--- src/hdl/ffa_pkg.sv ---
// ffa_pkg: shared constants and types for the first-fit free region allocator
// used by ffa_cell and first_fit_free_region_allocator
package ffa_pkg;
    localparam int TABLE_ENTRIES = 64;
    localparam int ADDRESS_BITS  = 16;
    localparam int CNT_W = $clog2(TABLE_ENTRIES + 1);
    localparam int IDX_W = $clog2(TABLE_ENTRIES);

    typedef logic [ADDRESS_BITS-1:0] t_addr;
    typedef logic [CNT_W-1:0]        t_cnt;

    localparam logic OP_ALLOC   = 1'b0;
    localparam logic OP_RELEASE = 1'b1;

    // per-cycle command broadcast to every cell
    typedef enum logic [4:0] {
        C_HOLD   = 5'b00001,
        C_UPDATE = 5'b00010,
        C_SHL    = 5'b00100,
        C_SHR    = 5'b01000,
        C_MRG    = 5'b10000
    } t_cmd;

    typedef struct packed {
        t_cmd  cmd;
        t_cnt  pos;
        t_addr start;
        t_addr len;
    } t_ctl;

    typedef struct packed {
        t_addr start;
        t_addr len;
    } t_ent;
endpackage

--- src/hdl/ffa_cell.sv ---
// ffa_cell: one table entry of the free region table
// depends on ffa_pkg; neighbors exchange entries for insert and delete shifts
module ffa_cell (
    input  logic          i_clk,
    input  ffa_pkg::t_cnt i_idx,
    input  ffa_pkg::t_ctl i_ctl,
    input  ffa_pkg::t_ent i_left,
    input  ffa_pkg::t_ent i_right,
    output ffa_pkg::t_ent o_ent
);
    import ffa_pkg::*;
    t_ent r_ent;
    t_ent n_ent;

    always_comb begin
        n_ent = r_ent;
        case (i_ctl.cmd)
            C_UPDATE: begin
                if (i_idx == i_ctl.pos) begin
                    n_ent.start = i_ctl.start;
                    n_ent.len   = i_ctl.len;
                end
            end
            C_SHL: begin
                if (i_idx >= i_ctl.pos) n_ent = i_right;
            end
            C_SHR: begin
                if (i_idx > i_ctl.pos) n_ent = i_left;
                else if (i_idx == i_ctl.pos) begin
                    n_ent.start = i_ctl.start;
                    n_ent.len   = i_ctl.len;
                end
            end
            C_MRG: begin
                if (i_idx > i_ctl.pos) n_ent = i_right;
                else if (i_idx == i_ctl.pos) begin
                    n_ent.start = i_ctl.start;
                    n_ent.len   = i_ctl.len;
                end
            end
            default: n_ent = r_ent;
        endcase
    end

    always_ff @(posedge i_clk) begin
        r_ent <= n_ent;
    end

    assign o_ent = r_ent;
endmodule

--- config.mk ---
export PLATFORM = sky130hd
export DESIGN_NAME = ffa_cell
export DESIGN_NICKNAME = d
export VERILOG_FILES = /design/src/hdl/ffa_pkg.sv /design/src/hdl/ffa_cell.sv
export SDC_FILE = /design/constraint.sdc
export NUM_CORES = 1
export LEC_CHECK = 0
export ABC_AREA = 0
export BUFFER_PORTS_ARGS = -buffer_cell sky130_fd_sc_hd__buf_2
export CAP_MARGIN = 5
export CORE_MARGIN = 10
export CORE_UTILIZATION = 47
export CTS_CLUSTER_DIAMETER = 50
export DETAILED_ROUTE_END_ITERATION = 7
export GPL_TIMING_DRIVEN = 0
export MAX_ROUTING_LAYER = met4
export PLACE_DENSITY = 0.84
export SLEW_MARGIN = 20
export SYNTH_ARGS = -nofsm -noshare
export SYNTH_HDL_FRONTEND = slang
export SYNTH_SLANG_ARGS = --single-unit
--- constraint.sdc ---
create_clock -name i_clk -period 12.6 [get_ports i_clk]
set_input_delay 1.89 -clock i_clk [delete_from_list [all_inputs] [get_ports i_clk]]
set_output_delay 1.89 -clock i_clk [all_outputs]
set_load 0.03 [all_outputs]
==> run metrics, run 1 <==
yosys warns 0; final setup vio count 0; Synth Cell Area 2870 sq um; worst setup margin 8.84 ns; crit path cell chain buf_2 > ha_1 > a21oi_1 > o21ai_1 > o21ai_1 > clkbuf_1 > o221ai_2; Final Skew 0 ns; grt ovf 0; worst reg2reg startpoint o_ent[18]$_DFFE_PP_; unique cell type count in the Yosys netlist 32; cts bufs inserted 5; crit path capture type flip-flop; layout cells sized above 1 0.471; Resize count post-CTS 0; die area 9620 sq um; max-slew violation count 0; pre-CTS setup slack 8.49 ns; worst skew pair latency 0.28 ns; max reg flops 32; CTS tree done; Chip Width 98.1 microns; Yosys top cell by area edfxtp_1; DR WL/cell 19.1 microns; worst setup path class in2reg; Worst path depth 7; Initial Util 0.484; clk buf depth 2; Port-buffer cells 146; drt initial violations 104; Max-Cap Viols 0; synth-to-layout area growth 32.5%; Die Y 98.1 microns; CP top delay family compound AO/OA/AOI/OAI gates; initial antenna violation count 1; ANT nets after route 0; fmax 266 MHz; post-CTS setup repair buffer count 0; Synth Register Bits 32; Syn Nets 387; largest cells by area after synthesis edfxtp_1, o221ai_2, mux2i_1, nand3b_1, nor3b_1; row cnt 28; dpl hpwl 7700 microns; CP required 12.60 ns; Crit path arrival time 3.76 ns; number of buffers added to fix hold violations after cts 0; clock-pin slew on the worst setup and hold paths 0.07 ns; worst r2r dst o_ent[18]$_DFFE_PP_; Power Density 74.3 nW/um^2; worst reg-to-reg setup slack 11.58 ns; io pins 148; fillers 505; endpoints failing hold 0; Root Buffer clkbuf_8; fin nets 543; gr usage total 0.192; drt pass-1 iters 4; post-DR vias/cell 5.80; Max-slew headroom 0.505; Worst Path Buf+Inv 2; Worst setup endpoint o_ent[31]$_DFFE_PP_; largest net degree at the start of global routing 11; core area 5920 sq um; status completed; Most common cell on crit path o21ai_1; TNS Setup 0 ns; area post-placement 3720 sq um; TritonCTS Sinks 32; vias in the first global route 3169; CP peak stage delay 0.60 ns; RSZ-0062 raised after global routing no; synthesized netlist cell count 264; CP max FO 10; H-tree depth 2; Vias 2876; peak supply drop 40.5 uV; Tightest Pin Transition 0.743 ns; HP Class reg2reg; final instance area 3800 sq um; first-pass GRT wire length 15000 microns; top-area cell type share of the netlist area 0.335; sequential area share after synthesis 0.335; worst r2r path cells 2; startpoint types input port; crit path launch i_idx[6]; Period Utilization, post-route 0.299; Final min period 3.76 ns; static leakage 1.38 nW; syn avg cell area 10.9 sq um; residual DRC count 0; DRT Wirelength 9480 microns; GPL Wtd Cong 0.855; Crit-path slowest cell clkbuf_1
## logic make-up (layout without fill, tap and decap cells)
| kind of cell | count (synthesis) | count (layout) | synth area share |
|---|---|---|---|
| flip-flops | 32 | 32 | 0.335 |
| XOR/XNOR | 1 | 1 | 0.00306 |
| AO/OA/AOI/OAI | 78 | 78 | 0.249 |
| buffers and inverters | 34 | 190 | 0.0646 |
| multiplexers | 32 | 32 | 0.112 |
| other | 0 | 1 | 0 |
| AND/OR/NAND/NOR | 80 | 80 | 0.205 |
| adder cells (fa/ha/maj) | 7 | 7 | 0.0306 |
## final cells by class
type	instances	area [sq um]	share of cell area
Multi-Input combinational cell	198	1720	0.454
Sequential cell	32	961	0.253
Timing Repair Buffer	149	753	0.198
Buffer	27	159	0.0418
Tap cell	75	93.8	0.0247
Clock buffer	6	72.6	0.0191
Inverter	7	26.3	0.00692
Clock inverter	1	5.00	0.00132
Antenna cell	1	2.50	0.000659
## layout by cell type (no fill, tap or decap), types with 2 or more instances in the layout
| cell type | synthesis | final |
|---|---|---|
| a21oi_1 | 36 | 36 |
| buf_12 | 3 | 3 |
| buf_2 | 4 | 150 |
| buf_4 | 1 | 4 |
| clkbuf_1 | 19 | 20 |
| clkbuf_8 | 0 | 5 |
| edfxtp_1 | 32 | 32 |
| ha_1 | 7 | 7 |
| inv_1 | 7 | 7 |
| mux2i_1 | 32 | 32 |
| nand2b_1 | 2 | 2 |
| nand3b_1 | 32 | 32 |
| nor2_1 | 5 | 5 |
| nor3b_1 | 31 | 31 |
| o211ai_1 | 2 | 2 |
| o21ai_0 | 2 | 2 |
| o21ai_1 | 2 | 2 |
| o221ai_1 | 2 | 2 |
| o221ai_2 | 30 | 30 |
## worst reg2reg max path, delay by kind of cell (launching register included)
kind	cells	cell delay (ns)
muxes	1	0.21
AOI/OAI and AO/OA	1	0.11
DFF	1	0.42
## cells in the mapped netlist
cell and instances:
a21oi_1 36, edfxtp_1 32, mux2i_1 32, nand3b_1 32, nor3b_1 31, o221ai_2 30
clkbuf_1 19, ha_1 7, inv_1 7, nor2_1 5, buf_2 4, buf_12 3
nand2b_1 2, nor3_1 2, o211ai_1 2, o21ai_0 2, o21ai_1 2, o221ai_1 2
a31oi_1 1, buf_4 1, nand2_1 1, nand3_1 1, nand3_4 1, nand4_1 1
nor3b_2 1, nor4_1 1, o2111ai_1 1, o21a_1 1, o22a_1 1, or3_4 1
or3b_4 1, xor2_1 1
## worst min-delay path by stage
stage / cells after the start / slack [ns] / endpoint / from
after floorplan: 2 / 0.87 / o_ent[10]$_DFFE_PP_ / o_ent[10]$_DFFE_PP_
after global placement: 2 / 0.65 / o_ent[11]$_DFFE_PP_ / o_ent[11]$_DFFE_PP_
after detailed placement: 2 / 0.66 / o_ent[8]$_DFFE_PP_ / o_ent[8]$_DFFE_PP_
after CTS: 2 / 0.68 / o_ent[8]$_DFFE_PP_ / o_ent[8]$_DFFE_PP_
after global routing: 2 / 0.71 / o_ent[27]$_DFFE_PP_ / o_ent[27]$_DFFE_PP_
final: 2 / 0.67 / o_ent[8]$_DFFE_PP_ / o_ent[8]$_DFFE_PP_
## power breakdown
part	total [mW]	switching, mW	internal (mW)	leakage [nW]
Clock	0.0758	0.0382	0.0375	0.0410
Sequential	0.126	0.00208	0.123	0.295
Combinational	0.0809	0.0447	0.0362	1.05
## through the flow
step / total power, mW / hold slack (ns) / cells / util
3_3_place_gp: 0.206 / 0.654 / 485 / 0.623
2_1_floorplan: 0.176 / 0.869 / 264 / -
4_1_cts: 0.284 / 0.675 / 495 / 0.641
3_5_place_dp: 0.209 / 0.659 / 488 / 0.628
5_1_grt: 0.295 / 0.712 / 496 / 0.641
6_report: 0.282 / 0.673 / 496 / 0.641
## layer usage
layer	wire (microns)	track usage
met2	4830	0.330
met4	204	0.0660
met1	3770	0.217
met5	0	-
met3	684	0.0366
No activity file was read; power rests on OpenSTA's default activity.
==> run 2: changes to the inputs <==
--- a/config.mk
+++ b/config.mk
@@ -5,16 +5,16 @@
 export SDC_FILE = /design/constraint.sdc
 export NUM_CORES = 1
 export LEC_CHECK = 0
-export ABC_AREA = 0
+export ABC_AREA = 1
 export BUFFER_PORTS_ARGS = -buffer_cell sky130_fd_sc_hd__buf_2
 export CAP_MARGIN = 5
 export CORE_MARGIN = 10
-export CORE_UTILIZATION = 47
+export CORE_UTILIZATION = 45
 export CTS_CLUSTER_DIAMETER = 50
 export DETAILED_ROUTE_END_ITERATION = 7
 export GPL_TIMING_DRIVEN = 0
 export MAX_ROUTING_LAYER = met4
-export PLACE_DENSITY = 0.84
+export PLACE_DENSITY = 0.83
 export SLEW_MARGIN = 20
 export SYNTH_ARGS = -nofsm -noshare
 export SYNTH_HDL_FRONTEND = slang
==> constraint.sdc (replaced) <==
create_clock -name i_clk -period 3.8 [get_ports i_clk]
set_input_delay 0.57 -clock i_clk [delete_from_list [all_inputs] [get_ports i_clk]]
set_output_delay 0.57 -clock i_clk [all_outputs]
set_load 0.03 [all_outputs]
==> run metrics, run 2 <==
status completed; met2 usage 0.307 (-0.0231); worst skew pair latency 0.27 ns (about the same); CP max FO 22 (+12); initial antenna violation count 1 (unchanged); clock-pin slew on the worst setup and hold paths 0.07 ns (about the same); max-slew violation count 0 (unchanged); Synth Flop Type edfxtp_1; ANT nets after route 0 (unchanged); Tightest Pin Transition 0.460 ns (-0.284 ns); Crit path arrival time 2.33 ns (-1.43 ns); Resize count post-CTS 0 (unchanged); CTS tree done; sequential area share after synthesis 0.376 (+0.0411); GPL Wtd Cong 0.867 (+1.3%); vias in the first global route 2832 (-11%); endpoints failing hold 0 (unchanged); row cnt 27 (-3.6%); residual DRC count 0 (unchanged); Synth Cell Area 2550 sq um (-11%); H-tree depth 2 (unchanged); cts bufs inserted 5 (unchanged); layout cells sized above 1 0.485 (+0.0140); startpoint types input port; top-area cell type share of the netlist area 0.376 (+0.0411); GRT Max-Usage Layer met2; Vias 2658 (-7.6%); most common library cells after synthesis nand2_1, edfxtp_1, nand3_2; die area 9080 sq um (-5.6%); pre-CTS setup slack 1.13 ns (-7.36 ns); crit path capture type flip-flop; Period Utilization, post-route 0.617; Final min period 2.35 ns; final instance area 3500 sq um (-7.8%); yosys warns 0 (unchanged); Max-Cap Viols 0 (unchanged); DR WL/cell 14.7 microns (-23%); Port-buffer cells 147 (+0.68%); clk buf depth 2 (unchanged); TritonCTS Sinks 32 (unchanged); final setup vio count 0 (unchanged); GR Layer Usage met1 0.214 (-0.00252); Post-synth ARST share 0 (unchanged); largest net degree at the start of global routing 23 (+12); Initial Util 0.464 (-0.0204); peak supply drop 173 uV (+330%); DRT Wirelength 8140 microns (-14%); Final Non-Filler Cells 555 (+12%); post-DR vias/cell 4.79 (-17%); leading cell type in the layout, fill and taps excluded nand2_1; io pins 148 (unchanged); synth-to-layout area growth 37.1%; Yosys top cell by area edfxtp_1; fin nets 604 (+11%); largest cells by area after synthesis edfxtp_1, nand2_1, nand3_2, nand2_2, buf_6; dpl hpwl 6580 microns (-14%); max reg flops 32 (unchanged); Die Y 95.3 microns (-2.8%); core area 5510 sq um (-7.0%); static leakage 1.89 nW (+37%); area post-placement 3410 sq um (-8.2%); worst reg-to-reg setup slack 2.87 ns (-8.71 ns); cell with the most instances after synthesis nand2_1; Final Skew 0 ns (unchanged); Synth Register Bits 32 (unchanged); HP Class in2reg; Syn Nets 449 (+16%); Chip Width 95.3 microns (-2.8%); unique cell type count in the Yosys netlist 21 (-34%); drt pass-1 iters 4 (unchanged); worst setup margin 1.45 ns (-7.38 ns); Final Power 0.895 mW (+220%); first-pass GRT wire length 12900 microns (-14%); Root Buffer clkbuf_8; worst setup path class in2reg; post-CTS setup repair buffer count 0 (unchanged); gr usage total 0.184 (-0.00765); EDFF count, synth 32 (unchanged); drt initial violations 83 (-20%); placed cell count 546 (+12%); RSZ-0062 raised after global routing no; syn avg cell area 7.83 sq um (-28%); synthesized netlist cell count 326 (+23%); met3 GRT Util 0.0511 (+0.0144); number of buffers added to fix hold violations after cts 0 (unchanged); grt ovf 0 (unchanged); Power Density 256 nW/um^2 (+240%); Max-slew headroom 0.694 (+0.189); fmax 426 MHz; most frequent cells in the layout nand2_1, buf_2, edfxtp_1; CP required 3.78 ns (-8.82 ns)
## run 2: cell types whose count changed after synthesis, sizes merged, moves of 2 or more
cell    change
nand2     +206
clkbuf     -17
mux2i      -32
nor3b      -32
o221ai     -32
o211ai      -2
buf         +5
nand2b      -2
nand3b     -32
o21ai       -4
a21oi      -34
nand4       +3
nand3      +33
inv         +9
## run 2: critical path, cell delays in order
cell and delay [ns]:
buf_2 0.08, inv_1 0.03, ha_1 0.29, nand2_2 0.08, nor2_4 0.14, nand2_4 0.11, inv_2 0.12, buf_2 0.24
nor3_1 0.11, nor2_4 0.32, buf_16 0.22
## run 2: final timing paths
path | depth (start not counted) | end | startpoint
hold reg to reg | 4 | o_ent[10]$_DFFE_PP_ | o_ent[10]$_DFFE_PP_
setup reg to reg | 4 | o_ent[5]$_DFFE_PP_ | o_ent[5]$_DFFE_PP_
setup / recovery | 11 | o_ent[0]$_DFFE_PP_ | i_ctl[38]
hold / removal | 3 | o_ent[9]$_DFFE_PP_ | i_left[9]
## run 2: cells by family after synthesis
logic type	after synthesis	share of synthesized area
AND/OR/NAND/NOR	254	0.509
adder cells (fa/ha/maj)	7	0.0343
buffers and inverters	31	0.0750
AO/OA/AOI/OAI	2	0.00539
flip-flops	32	0.376
## run 2: metal layers
layer  share of wire  wire [microns]  vias to the layer above
li1                -               -                     1349
met1            0.40            3260                     1167
met2            0.48            3910                      131
met3            0.11             870                       11
met4           0.011              93                        0
met5               0               0                        -
## run 2: area by class of cell
| class | count | area, sq um |
|---|---|---|
| sequential | 32 | 961 |
| fill | 523 | 2010 |
| inverter | 16 | 60.1 |
| multi-input combinational | 263 | 1410 |
| clock buffer | 6 | 72.6 |
| buffer | 15 | 131 |
| clock inverter | 2 | 11.3 |
| tap | 72 | 90.1 |
| antenna | 1 | 2.50 |
| timing repair buffer | 148 | 763 |
## run 2: metrics by stage
stage	util	TNS, ns	hold WS, ns
floorplan	-	0	0.773
global placement	0.613	-12.58	0.629
detailed placement	0.620	0	0.638
CTS	0.635	0	0.567
global route	0.636	0	0.566
finish	0.636	0	0.574
## run 2: where the power goes
part           leakage, nW  switching, mW  internal [mW]
sequential           0.294        0.00704          0.410
clock               0.0389          0.129          0.127
combinational         1.56          0.125         0.0976
==> run 3: changes to the inputs <==
==> constraint.sdc (replaced) <==
create_clock -name i_clk -period 2.2 [get_ports i_clk]
set_input_delay 0.33 -clock i_clk [delete_from_list [all_inputs] [get_ports i_clk]]
set_output_delay 0.33 -clock i_clk [all_outputs]
set_load 0.03 [all_outputs]
==> run metrics, run 3 (synthesis gave the netlist of run 2 again) <==
initial antenna violation count 1 (unchanged); leading cell type in the layout, fill and taps excluded nand2_1; Die Y 95.3 microns (unchanged); cts bufs inserted 5 (unchanged); number of buffers added to fix hold violations after cts 0 (unchanged); worst setup path class in2reg; Seq pwr share 0.434 (-0.031); CTS tree done; Sw Pwr 0.445 mW (+70%); layout cells sized above 1 0.492 (+0.00626); first-pass GRT wire length 12800 microns (-1.2%); crit path capture type flip-flop; Worst setup endpoint o_ent[2]$_DFFE_PP_; fmax 516 MHz; worst reg-to-reg setup slack 1.27 ns (-1.60 ns); clock share of power 0.331 (+0.045); CP required 2.24 ns (-1.54 ns); Final min period 1.94 ns; Period Utilization, post-route 0.881; post-DR vias/cell 4.83 (+0.84%); fin nets 606 (+0.33%); clock-pin slew on the worst setup and hold paths 0.07 ns (about the same); hold slack 0.340 ns (-0.233 ns); Max-slew headroom 0.672 (-0.0214); vias in the first global route 2817 (-0.53%); Root Buffer clkbuf_8; HP Class in2reg; static leakage 1.92 nW (+1.3%); RSZ-0062 raised after global routing no; max reg flops 32 (unchanged); clk buf depth 2 (unchanged); CP max FO 16 (-27%); largest net degree at the start of global routing 17 (-26%); DRT Wirelength 8430 microns (+3.7%); peak supply drop 279 uV (+61%); worst reg2reg startpoint o_ent[1]$_DFFE_PP_; drt initial violations 96 (+16%); Crit path arrival time 1.97 ns (-0.36 ns); Initial Util 0.464 (unchanged); Port-buffer cells 147 (unchanged); final setup vio count 0 (unchanged); worst r2r dst o_ent[1]$_DFFE_PP_; dpl hpwl 6750 microns (+2.5%); crit path launch i_idx[2]; synth-to-layout area growth 39.2%; worst setup margin 0.262 ns (-1.19 ns); residual DRC count 0 (unchanged); grt ovf 0 (unchanged); ANT nets after route 0 (unchanged); core area 5510 sq um (unchanged); startpoint types input port; Pint 1.22 mW (+92%); Switching Fraction 0.268 (-0.0239); endpoints failing hold 0 (unchanged); Final Skew 0 ns (unchanged); TNS Setup 0 ns (unchanged); TritonCTS Sinks 32 (unchanged); status completed; worst skew pair latency 0.27 ns (about the same); Gate power share 0.235 (-0.014); DR WL/cell 15.1 microns (+3.3%); Vias 2690 (+1.2%); drt pass-1 iters 4 (unchanged); io pins 148 (unchanged); GPL Wtd Cong 0.855 (-1.4%); Max-Cap Viols 0 (unchanged); worst r2r path cells 4 (unchanged); max-slew violation count 0 (unchanged); Chip Width 95.3 microns (unchanged); H-tree depth 2 (unchanged); most frequent cells in the layout nand2_1, buf_2, edfxtp_1; Power Density 467 nW/um^2 (+83%); Tightest Pin Transition 0.492 ns (+0.0321 ns); gr usage total 0.181 (-0.00342); pre-CTS setup slack -0.518 ns (-1.64 ns); die area 9080 sq um (unchanged); post-layout util 0.645 (+0.00954); row cnt 27 (unchanged)
run 3: cell types whose count changed in the layout (fill, tap and decap cells not counted), sizes merged:
cell / before / now
buf: 161 / 162
clkinvlp: 1 / 0
nor2: 6 / 7
bufinv: 0 / 1
run 3: power by group through the flow:
stage	Sequential, mW	Clock, mW	Combinational [mW]
after floorplan	0.780	0	0.170
after global placement	0.732	0	0.367
after detailed placement	0.732	0	0.380
after CTS	0.720	0.562	0.383
after global routing	0.722	0.590	0.431
final	0.720	0.550	0.391
run 3: stage by stage:
| step | total power [mW] | std cells | instance area, sq um |
|---|---|---|---|
| 2_1_floorplan | 0.951 | 326 | 2560 |
| 3_5_place_dp | 1.11 | 545 | 3390 |
| 4_1_cts | 1.66 | 554 | 3510 |
| 3_3_place_gp | 1.10 | 545 | 3390 |
| 5_1_grt | 1.74 | 557 | 3550 |
| 6_report | 1.66 | 557 | 3550 |
run 3: area by class of cell:
| cell class | count | area (sq um) |
|---|---|---|
| multi-input cells | 264 | 1420 |
| clock inverters | 2 | 35.0 |
| inverters | 16 | 60.1 |
| clock buffers | 6 | 72.6 |
| plain buffers | 15 | 131 |
| repair buffers | 149 | 776 |
| flip-flops and latches | 32 | 961 |
| well taps | 72 | 90.1 |
| diodes | 1 | 2.50 |
| fillers | 501 | 1950 |
run 3: critical path, stage by stage:
cell     delay (ns)
buf_2          0.10
ha_1           0.31
and3_4         0.20
nand2_4        0.12
inv_2          0.09
buf_2          0.20
nor3_2         0.38
nor2_4         0.06
buf_12         0.17
run 3: how the worst min path moves through the flow:
stage	end	depth (start not counted)	slack, ns	start
6_report	o_ent[19]$_DFFE_PP_	3	0.34	i_right[19]
5_1_grt	o_ent[16]$_DFFE_PP_	3	0.34	i_right[16]
4_1_cts	o_ent[19]$_DFFE_PP_	3	0.34	i_right[19]
3_5_place_dp	o_ent[10]$_DFFE_PP_	3	0.62	i_left[10]
3_3_place_gp	o_ent[15]$_DFFE_PP_	3	0.62	i_right[15]
2_1_floorplan	o_ent[10]$_DFFE_PP_	2	0.53	i_right[10]
run 3: per-layer routing:
metal | wire length [microns] | global-route usage | vias to the layer above
met2 | 4030 | 0.309 | 130
met1 | 3390 | 0.202 | 1194
li1 | - | - | 1353
met5 | 0 | - | -
met3 | 821 | 0.0456 | 13
met4 | 190 | 0.0574 | 0
run 3: timing repair:
item	CTS	global route
gates resized for setup	2	0
pin swaps	1	2
endpoints found under the setup margin	32	32
gates cloned	1	0
buffers inserted	0	2
